==> src/rtl/cdrom_sector_decoder_controller_macros.svh <==
// assertion macros for the sector decoder controller
`ifndef CDROM_SECTOR_DECODER_CONTROLLER_MACROS_SVH
`define CDROM_SECTOR_DECODER_CONTROLLER_MACROS_SVH
`define CSD_ASSERT_IMP(label, ante, cons) \
  label: assert property (@(posedge clk_i) disable iff (!rst_ni) (ante) |-> (cons)) \
    else $error("violation");
`define CSD_ASSERT_NXT(label, ante, cons) \
  label: assert property (@(posedge clk_i) disable iff (!rst_ni) (ante) |=> (cons)) \
    else $error("violation");
`endif

==> src/rtl/csd_pkg.sv <==
// shared types and constants of the sector decoder controller
`default_nettype none
package csd_pkg;
  localparam int unsigned BufDepth = 16384;
  localparam int unsigned BufAw = $clog2(BufDepth);
  localparam logic [11:0] SyncLen = 12'd2352;
  localparam logic [11:0] SyncLast = 12'd2351;

  typedef enum logic [2:0] {
    OP_ADDR = 3'd0, OP_WRITE = 3'd1, OP_READ = 3'd2,
    OP_DISC = 3'd3, OP_TICK = 3'd4, OP_RESUME = 3'd5
  } opcode_e;

  localparam logic [0:0] CFG_DMA_TICKS = 1'b0;
  localparam logic [0:0] CFG_DEC_LAT = 1'b1;

  typedef enum logic [2:0] {
    ST_IDLE, ST_EXEC, ST_HDR, ST_TICK_DMA, ST_OUT
  } state_e;

  // controller to datapath
  typedef struct packed {
    logic exec;      // run the item's work in the exec state
    logic hdr_rd;    // issue one header byte read
    logic [1:0] hdr_idx;
    logic hdr_done;  // check header and post status
    logic dma;       // run the dma part of a tick
    logic clr_out;
  } ctl_t;

  // datapath to controller
  typedef struct packed {
    logic decode_fire; // tick ends the decode and loads header from buffer
    logic dec_last;    // tick ends the decode
  } sts_t;
endpackage
`default_nettype wire

==> src/rtl/csd_ctrl.sv <==
// controller state machine of the sector decoder controller
`default_nettype none
module csd_ctrl import csd_pkg::*; (
  input  wire logic clk_i,
  input  wire logic rst_ni,
  input  wire logic in_fire_i,
  input  wire logic is_tick_i,
  input  wire sts_t sts_i,
  input  wire logic out_fire_i,
  output logic      busy_o,
  output logic      out_valid_o,
  output ctl_t      ctl_o
);
  state_e state_q, state_d;
  logic [2:0] cnt_q, cnt_d;

  always_ff @(posedge clk_i or negedge rst_ni) begin
    if (!rst_ni) begin
      state_q <= ST_IDLE;
      cnt_q <= '0;
    end else begin
      state_q <= state_d;
      cnt_q <= cnt_d;
    end
  end

  always_comb begin
    state_d = state_q;
    cnt_d = cnt_q;
    ctl_o = '0;
    busy_o = 1'b1;
    out_valid_o = 1'b0;
    unique case (state_q)
      ST_IDLE: begin
        busy_o = 1'b0;
        if (in_fire_i) state_d = ST_EXEC;
      end
      ST_EXEC: begin
        ctl_o.exec = 1'b1;
        ctl_o.clr_out = 1'b1;
        cnt_d = '0;
        if (is_tick_i && sts_i.decode_fire) state_d = ST_HDR;
        else if (is_tick_i) state_d = ST_TICK_DMA;
        else state_d = ST_OUT;
      end
      ST_HDR: begin
        // four reads, then a wait for the last read data, then the header check
        if (cnt_q < 3'd4) begin
          ctl_o.hdr_rd = 1'b1;
          ctl_o.hdr_idx = cnt_q[1:0];
        end
        if (cnt_q == 3'd5) begin
          ctl_o.hdr_done = 1'b1;
          state_d = ST_TICK_DMA;
        end
        cnt_d = cnt_q + 3'd1;
      end
      ST_TICK_DMA: begin
        ctl_o.dma = 1'b1;
        state_d = ST_OUT;
      end
      ST_OUT: begin
        out_valid_o = 1'b1;
        if (out_fire_i) state_d = ST_IDLE;
      end
      default: state_d = ST_IDLE;
    endcase
  end
endmodule
`default_nettype wire

==> config.mk <==
export PLATFORM = sky130hd
export DESIGN_NAME = csd_ctrl
export DESIGN_NICKNAME = d
export VERILOG_FILES = /design/src/rtl/cdrom_sector_decoder_controller_macros.svh /design/src/rtl/csd_pkg.sv /design/src/rtl/csd_ctrl.sv
export SDC_FILE = /design/constraint.sdc
export NUM_CORES = 1
export LEC_CHECK = 0
export ABC_AREA = 1
export BUFFER_PORTS_ARGS = -buffer_cell sky130_fd_sc_hd__buf_2
export CORE_AREA = 2 2 39 41
export CTS_CLUSTER_SIZE = 28
export DETAILED_ROUTE_END_ITERATION = 10
export DIE_AREA = 0 0 41 43
export SETUP_SLACK_MARGIN = 0.3
export SLEW_MARGIN = 0
export SYNTH_ARGS = -nofsm -noshare
export SYNTH_HDL_FRONTEND = slang
export SYNTH_SLANG_ARGS = --single-unit
==> constraint.sdc <==
create_clock -name clk_i -period 1.7 [get_ports clk_i]
set_input_delay 0.17 -clock clk_i [delete_from_list [all_inputs] [get_ports clk_i]]
set_output_delay 0.17 -clock clk_i [all_outputs]
set_load 0.02 [all_outputs]
Yosys cells after proc, flatten, opt, wreduce, memory -nomap -nowiden
Index checks and enable logic that the tools add are counted.
{"block": "op_classes", "addsub": 1, "multipliers": 0, "div": 0, "magnitude_cmp": 1, "eq_ne": 8, "shift": 0, "muxes": 14, "bitwise_logic": 0, "n_reduce_logical": 4}
{"cell": "2-to-1 mux 3 bit", "count": 6}
{"cell": "one-hot mux 3 bit (5 select lines)", "count": 1}
{"cell": "equality test 3 x 2 -> 1 bit (second input constant)", "count": 2}
{"cell": "equality test 3 bit (second input constant)", "count": 2}
{"cell": "inequality test 2 bit (second input constant)", "count": 3}
{"cell": "one-hot mux 3 bit (2 select lines)", "count": 1}
{"cell": "2-to-1 mux 1 bit", "count": 5}
{"cell": "2-to-1 mux 4 bit", "count": 1}
{"cell": "adder 3 x 1 -> 3 bit (second input constant)", "count": 1}
{"cell": "equality test 3 x 1 -> 1 bit (second input constant)", "count": 1}
{"cell": "logical NOT 3 bit", "count": 1}
{"cell": "< comparator 3 bit (second input constant)", "count": 1}
{"cell": "AND reduction 3 bit", "count": 1}
{"cell": "nonzero test 2 bit", "count": 1}
{"cell": "logical AND 1 bit", "count": 1}
{"block": "word_totals", "regBits": 6, "latch_bits": 0, "ramBits": 0, "romBits": 0, "input_bits": 7, "out_inout_bits": 9, "wordCells": 30, "mem_count": 0}

Logic depth before layout (Yosys ltp)
Gate-level depths: netlist of the first run.
{"block": "depth", "depth_word": 3, "depth_mapped": 6, "depth_no_buf": 6}

Worst setup path before layout of the first run
Ideal clock, no wire load.
{"block": "synth_path", "path_type": "register to output", "startpoint": "register state_q[2]", "endpoint": "output port ctl_o[2] (netlist name)", "arrival_time_ns": 1.036, "required_time_ns": 1.530, "path_slack_ns": 0.494, "path_stages_with_launch": 5, "n_path_buf": 1, "path_cell_list": "dfrtp_1 > nor2_2 > nand2_2 > buf_6 > nor2_1"}
{"item": "from (decl)", "line_no": "csd_ctrl.sv:14", "rtl": "state_e state_q, state_d;"}
{"item": "from (signal assigned)", "line_no": "csd_ctrl.sv:22", "rtl": "state_q <= state_d;"}
{"item": "to (decl)", "line_no": "csd_ctrl.sv:12", "rtl": "output ctl_t ctl_o"}

==> results.md, run 1 <==
- Status: completed
- CP Launch Type: flop
- Initial antenna violation count: 0
- Comb pwr share: 0.607
- Hold WS: 0.145 ns
- Met3 WL post-DR: just under 30 µm
- # port buffers: 14
- Clk sink count: 6
- Vias in the first global route: around 320
- Max clock buf depth: 2
- Setup skew after layout: ~0.0083 ns
- Netlist cell types: 17
- Antenna diode count: 0
- Drt first pass iters: 6
- CP arrival: ~1.2 ns
- Max Fanout on Critical Path: 3
- Reg clk slew, reported paths: about 0.050 ns
- Commonest non-fill, non-tap cell in the layout: buf_2
- Final wirelength: ~820 µm
- # setup viols final: 0
- Synthesized flop and latch total: 6
- Peak supply drop: 0.733 mV
- YS warnings: 0
- CTS root buffer: clkbuf_4
- CP endpoint kind: output pin
- Synthesized area per cell: between 8 and 9 µm²
- Core footprint: between 1000 and 1500 µm²
- Vias/cell: between 4 and 5
- Crit path time final: ~1.3 ns
- DR top layer: met3
- Switching power share of the total: 0.489
- Post-DP Area: around 480 µm²
- Max_cap viols: 0
- Internal power: 525 µW
- Worst-Skew Late Latency: ~0.24 ns
- Yosys top cell area share: 0.367
- Largest cells by area after synthesis: dfrtp_1 37%, nand2_1 7.3%, o21ai_2 6.4%, ha_1 6.1%, nand3_1 6.1%
- DRT met1 WL: ~360 µm
- Worst rel slew slack: 0.844
- WL/cell: between 9 and 10 µm
- Max-slew violation count: 0
- Leakage: 0.306 nW
- Yosys top cell by area: dfrtp_1
- Commonest cells after routing, fill and taps aside: 11 x buf_2, 8 x nand2_1, 8 x buf_4, 5 x inv_1, 5 x nand3_1
- Setup TNS: 0 ns
- Die ar.: 1760 µm²
- Fmax: ~0.74 GHz
- RSZ-0062 raised after global routing: yes
- Kind of critical path: flop to output pin
- Worst path required time: 1.53 ns
- Share of cells above drive strength 1: 0.535
- DRT antenna net count: 0
- Fin util: 0.412
- Final hold violation count: 0
- Metal2 WL: 422 µm
- Detailed-placement wirelength estimate: 603 µm
- Sequential power share: 0.265
- Rows: 14
- Pre-CTS setup slack: between 0.4 and 0.5 ns
- Final worst setup slack: approximately 0.35 ns
- Psw: 502 µW
- DR DRC count: 0
- I/O Pins: 16
- Hold WC Path Type: input pin to flop
- Vias: between 300 and 400
- Filler cells: around 150
- H-tree levels: 1
- Gr ovfl total: 0
- Die outline width: about 41 µm
- GRT Overall Usage: 0.107
- Layout area overhead: 39.4%
- Clk pwr share: 0.128
- Die height: between 40 and 50 µm
- Starting Density: 0.296
- Pin count of the biggest net entering global routing: 8
- First-pass GRT wire length: roughly 1.2 mm
- Number of CTS-inserted buffers: 3
- GP Congestion: 0.619
- Worst Tran Pin Value: ~0.23 ns
- Final Instance Area: 571 µm²
- Tcrit/Tclk final: 0.792
- Post-synth net total: 59
- Detailed Route Iter0 Violations: 2
- Power per cell area: between 1500 and 2000 nW/µm²
- CTS tree: built
- Layout net count: 82
- Sequential share of the synthesized area: 0.367
- Post-Synthesis Cells: 50
- Mapped Area: approximately 410 µm²
==> final timing paths <==
kind / from / slack [ns] / end / cells past startpoint
worst min register to register: cnt_q[0]$_DFFE_PN0P_ / 0.53 / cnt_q[0]$_DFFE_PN0P_ / 1
min in group asynchronous: rst_ni / 0.29 / state_q[1]$_DFFE_PN0P_ / 2
worst min-delay path: is_tick_i / 0.14 / state_q[1]$_DFFE_PN0P_ / 3
worst max-delay path: cnt_q[1]$_DFFE_PN0P_ / 0.35 / ctl_o[2] / 5
worst max register to register: state_q[2]$_DFFE_PN0P_ / 0.60 / cnt_q[2]$_DFFE_PN0P_ / 5
max in group asynchronous: rst_ni / 1.25 / state_q[2]$_DFFE_PN0P_ / 2
==> timing repair <==
item	in CTS	in global routing
hold buffers	1	0
pin swaps	2	2
endpoints found under the setup margin	4	6
buffers inserted	1	4
hold endpoints to repair	6	0
cloned	0	0
gates resized for setup	2	5
==> synthesized netlist by cell type <==
library cell  n
nand2_1       8
nor2_1        4
ha_1          2
buf_6         1
nor3_2        2
nor3_1        2
nand3_1       5
buf_4         1
inv_2         3
o21ai_0       1
dfrtp_1       6
nor2_2        2
inv_1         5
xnor2_1       1
nand2_2       2
nand3_2       2
o21ai_2       3
==> power by group through the flow <==
stage          combinational [mW]  sequential (mW)  clock [mW]
6_report                    0.623            0.273       0.131
5_1_grt                     0.696            0.281       0.148
4_1_cts                     0.545            0.264       0.132
3_5_place_dp                0.511            0.267           0
3_3_place_gp                0.503            0.265           0
2_1_floorplan               0.428            0.255           0
==> layout make-up <==
type	instances	area [µm²]	share of cell area
clock buffers	3	22.5	0.0395
well taps	16	20.0	0.0351
inverters	8	30.0	0.0526
flip-flops and latches	6	153	0.268
repair buffers	20	125	0.219
multi-input cells	34	220	0.386
==> logic make-up after synthesis <==
family / Yosys count / synth area share
and+or+nand+nor: 27 / 0.355
buffers and inverters: 10 / 0.119
DFF: 6 / 0.367
AOI/OAI and AO/OA: 4 / 0.0765
adders and majority gates: 2 / 0.0612
xor gates and xnor gates: 1 / 0.0214
==> worst max-delay path, stage by stage, from the launching register on <==
cell     delay, ns
dfrtp_1       0.39
inv_1         0.09
ha_1          0.14
nand2_1       0.07
nor2_1        0.11
buf_4         0.14
==> registers in the layout, summed over array words and instances, names as in the netlist <==
register and flops:
cnt_q 3, state_q 3
==> metrics by stage <==
stage / total power [mW] / cells
floorplan: 0.682 / 50
global placement: 0.768 / 78
detailed placement: 0.778 / 78
CTS: 0.941 / 83
global route: 1.13 / 87
finish: 1.03 / 87
==> metal layers <==
metal / global-route usage / vias to the layer above
li1: - / 202
met1: 0.131 / 168
met2: 0.150 / 9
met3: 0.0314 / 0
met4: 0.0800 / 0
met5: 0 / -
(Power assumes the default switching activity.)
==> run 2: changes to the inputs <==
--- a/config.mk
+++ b/config.mk
@@ -5,7 +5,7 @@
 export SDC_FILE = /design/constraint.sdc
 export NUM_CORES = 1
 export LEC_CHECK = 0
-export ABC_AREA = 1
+export ABC_AREA = 0
 export BUFFER_PORTS_ARGS = -buffer_cell sky130_fd_sc_hd__buf_2
 export CORE_AREA = 2 2 39 41
 export CTS_CLUSTER_SIZE = 28
==> constraint.sdc (replaced) <==
create_clock -name clk_i -period 1.3 [get_ports clk_i]
set_input_delay 0.13 -clock clk_i [delete_from_list [all_inputs] [get_ports clk_i]]
set_output_delay 0.13 -clock clk_i [all_outputs]
set_load 0.02 [all_outputs]
==> run 2 against run 1 <==
The flow now finishes with violations (setup timing). Die area stayed put. Combinational power is 120% higher. Via count is 17% higher. Highest routed layer is now met4.
==> results.md, run 2 <==
- Max-slew violation count: 0 (unchanged)
- Reg-to-reg endpoint: cnt_q[2]$_DFFE_PN0P_
- Die ar.: 1760 µm² (unchanged)
- Tcrit/Tclk final: 1.16
- Placed insts: 79 (+1.3%)
- Status: finished with violations
- Commonest cells after routing, fill and taps aside: 11 x buf_6, 6 x a21oi_1, 6 x buf_2, 5 x dfrtp_1, 5 x buf_4
- Post-synth net total: 59 (unchanged)
- Pin count of the biggest net entering global routing: 11 (+3)
- Setup skew after layout: 0.0100 ns (+0.00169 ns)
- Yosys top cell area share: 0.346 (-0.0212)
- CP endpoint kind: output pin
- Final hold violation count: 0 (unchanged)
- Hold worst-path end: state_q[0]$_DFFE_PN0P_
- Largest cells by area after synthesis: dfrtp_1 35%, a21oi_1 6.9%, ha_1 5.8%, nand3b_4 4.6%, o21ai_1 4.6%
- Clk pwr share: 0.090 (-0.038)
- CP arrival: 1.37 ns (+0.19 ns)
- Initial antenna violation count: 0 (unchanged)
- Leakage: 0.348 nW (+14%)
- Post-DP Area: 567 µm² (+18%)
- Max_cap viols: 0 (unchanged)
- Netlist cell types: 22 (+5)
- Sequential share of the synthesized area: 0.346 (-0.0212)
- Max Fanout on Critical Path: 3 (unchanged)
- Mapped Area: 434 µm² (+6.1%)
- Fin util: 0.528 (+0.116)
- Worst hold stages: 3 (unchanged)
- Rows: 14 (unchanged)
- Peak supply drop: 1.18 mV (+61%)
- Clk sink count: 6 (unchanged)
- Biggest regs: cnt_q (3), state_q (3)
- Yosys top cell by area: dfrtp_1
- Vias: 442 (+17%)
- Psw: 802 µW (+60%)
- YS warnings: 0 (unchanged)
- Die height: 43 µm (unchanged)
- Setup TNS: -0.996 ns (-0.996 ns)
- Gr ovfl total: 0 (unchanged)
- Crit path time final: around 1.5 ns
- First-pass GRT wire length: 1.81 mm (+47%)
- Fmax: 0.666 GHz
- Metal2 WL: 511 µm (+21%)
- Post-Synthesis Cells: 50 (unchanged)
- Starting Density: 0.314 (+0.0181)
- Share of cells above drive strength 1: 0.589 (+0.0538)
- Synthesized area per cell: 8.68 µm² (+6.1%)
- Reg clk slew, reported paths: 0.04 ns (about the same)
- Final wirelength: 1.06 mm (+30%)
- Hold Path Origin: in_fire_i
- Power per cell area: 2620 nW/µm² (+46%)
- Detailed-placement wirelength estimate: 665 µm (+10%)
- Commonest non-fill, non-tap cell in the layout: buf_6
- DR DRC count: 0 (unchanged)
- Antenna diode count: 0 (unchanged)
- DR top layer: met4
- DRT antenna net count: 0 (unchanged)
- WL/cell: 11.9 µm (+27%)
- Post-layout power: 1.91 mW (+86%)
- Max clock buf depth: 2 (unchanged)
- Worst r2r src: state_q[0]$_DFFE_PN0P_
- Met3 WL post-DR: 48 µm (+66%)
- # port buffers: 14 (unchanged)
- Kind of critical path: flop to output pin
- Vias/cell: 4.97 (+14%)
- GP Congestion: 0.703 (+14%)
- Setup slack, reg-to-reg: 0.01 ns (-0.59 ns)
- Failing checks: setup timing
- # setup viols final: 9 (+9)
- Final worst setup slack: -0.202 ns (-0.556 ns)
- RSZ-0062 raised after global routing: yes
- Reg2Reg Depth: 6 (+1)
- CTS root buffer: clkbuf_4
- Worst-Skew Late Latency: 0.25 ns (about the same)
- Worst rel slew slack: 0.838 (-0.00680)
- CTS tree: built
- Synth async-reset ratio: 1.00 (unchanged)
- Layout net count: 84 (+2.4%)
- DRT met1 WL: 456 µm (+26%)
- Post-synth EDFFs: 0 (unchanged)
- GRT Overall Usage: 0.160 (+0.0532)
- Number of CTS-inserted buffers: 3 (unchanged)
- Worst path required time: 1.17 ns (-0.36 ns)
- Pre-CTS setup slack: 0.0182 ns (-0.422 ns)
- Detailed Route Iter0 Violations: 4 (+2)
- Final Instance Area: 731 µm² (+28%)
- Hold WC Path Type: input pin to flop
- Final non-filler cell total: 89 (+2.3%)
- Worst Tran Pin Value: 0.240 ns (+0.00681 ns)
- Hold WS: 0.143 ns (-0.00129 ns)
- Post-synth top cells: 6 x a21oi_1, 6 x dfrtp_1, 4 x nand2_1, 4 x nor2_1, 4 x o21ai_1
- Core footprint: 1380 µm² (unchanged)
- Drt first pass iters: 3 (-3)
- Die outline width: 41 µm (unchanged)
- Sequential power share: 0.188 (-0.077)
- CP Launch Type: flop
- I/O Pins: 16 (unchanged)
- Main synth FF type: dfrtp_1
- Vias in the first global route: 415 (+32%)
- Comb pwr share: 0.721 (+0.114)
- H-tree levels: 1 (unchanged)
- Layout area overhead: 68.3%
- Internal power: 1.11 mW (+110%)
- Synthesized flop and latch total: 6 (unchanged)
- Switching power share of the total: 0.419 (-0.0700)
-- run 2: critical path, stage by stage, from the launching register on --
cell and delay [ns]:
dfrtp_1 0.37, or3b_4 0.43, nor2_4 0.09, and2_4 0.14, buf_6 0.10
-- run 2: power by group through the flow --
stage / sequential (mW) / combinational [mW] / clock, mW
after floorplan: 0.346 / 0.816 / 0
after global placement: 0.355 / 0.968 / 0
after detailed placement: 0.357 / 0.975 / 0
after CTS: 0.359 / 1.36 / 0.170
after global routing: 0.375 / 1.49 / 0.178
final: 0.361 / 1.38 / 0.173
-- run 2: repair_timing --
item | CTS | global route
pin swaps | 6 | 2
endpoints found under the hold margin | 6 | 0
buffers inserted | 5 | 1
resized for setup | 25 | 1
gates cloned | 0 | 0
hold buffers | 1 | 0
setup endpoints to repair | 13 | 15
-- run 2: cell type report --
cell class,instances,area (µm²)
Multi-Input combinational cell,37,309
Timing Repair Buffer,24,216
Fill cell,136,653
Tap cell,16,20.0
Inverter,3,11.3
Sequential cell,6,151
Clock buffer,3,22.5
-- run 2: how the worst max path moves through the flow --
stage          cells after the start       end  slack [ns]              startpoint
2_1_floorplan                      3  ctl_o[3]        0.04  state_q[2]$_DFFE_PN0P_
3_3_place_gp                       4  ctl_o[3]        0.02  state_q[2]$_DFFE_PN0P_
3_5_place_dp                       4  ctl_o[3]        0.02  state_q[2]$_DFFE_PN0P_
4_1_cts                            4  ctl_o[3]       -0.20  state_q[0]$_DFFE_PN0P_
5_1_grt                            4  ctl_o[3]       -0.24  state_q[0]$_DFFE_PN0P_
6_report                           4  ctl_o[3]       -0.20  state_q[0]$_DFFE_PN0P_
-- run 2: metal layers --
layer / up-vias / global-route usage
li1: 215 / -
met1: 208 / 0.193
met2: 15 / 0.234
met3: 4 / 0.0209
met4: 0 / 0.140
met5: - / 0
-- run 2: kinds of logic (layout without fill, tap and decap cells) --
kind of cell / after synthesis / after routing / share of synthesized area
adder cells (fa/ha/maj): 2 / 2 / 0.0576
AND/OR/NAND/NOR: 22 / 22 / 0.334
buffers and inverters: 7 / 30 / 0.0980
AO/OA/AOI/OAI: 13 / 13 / 0.164
flip-flops: 6 / 6 / 0.346
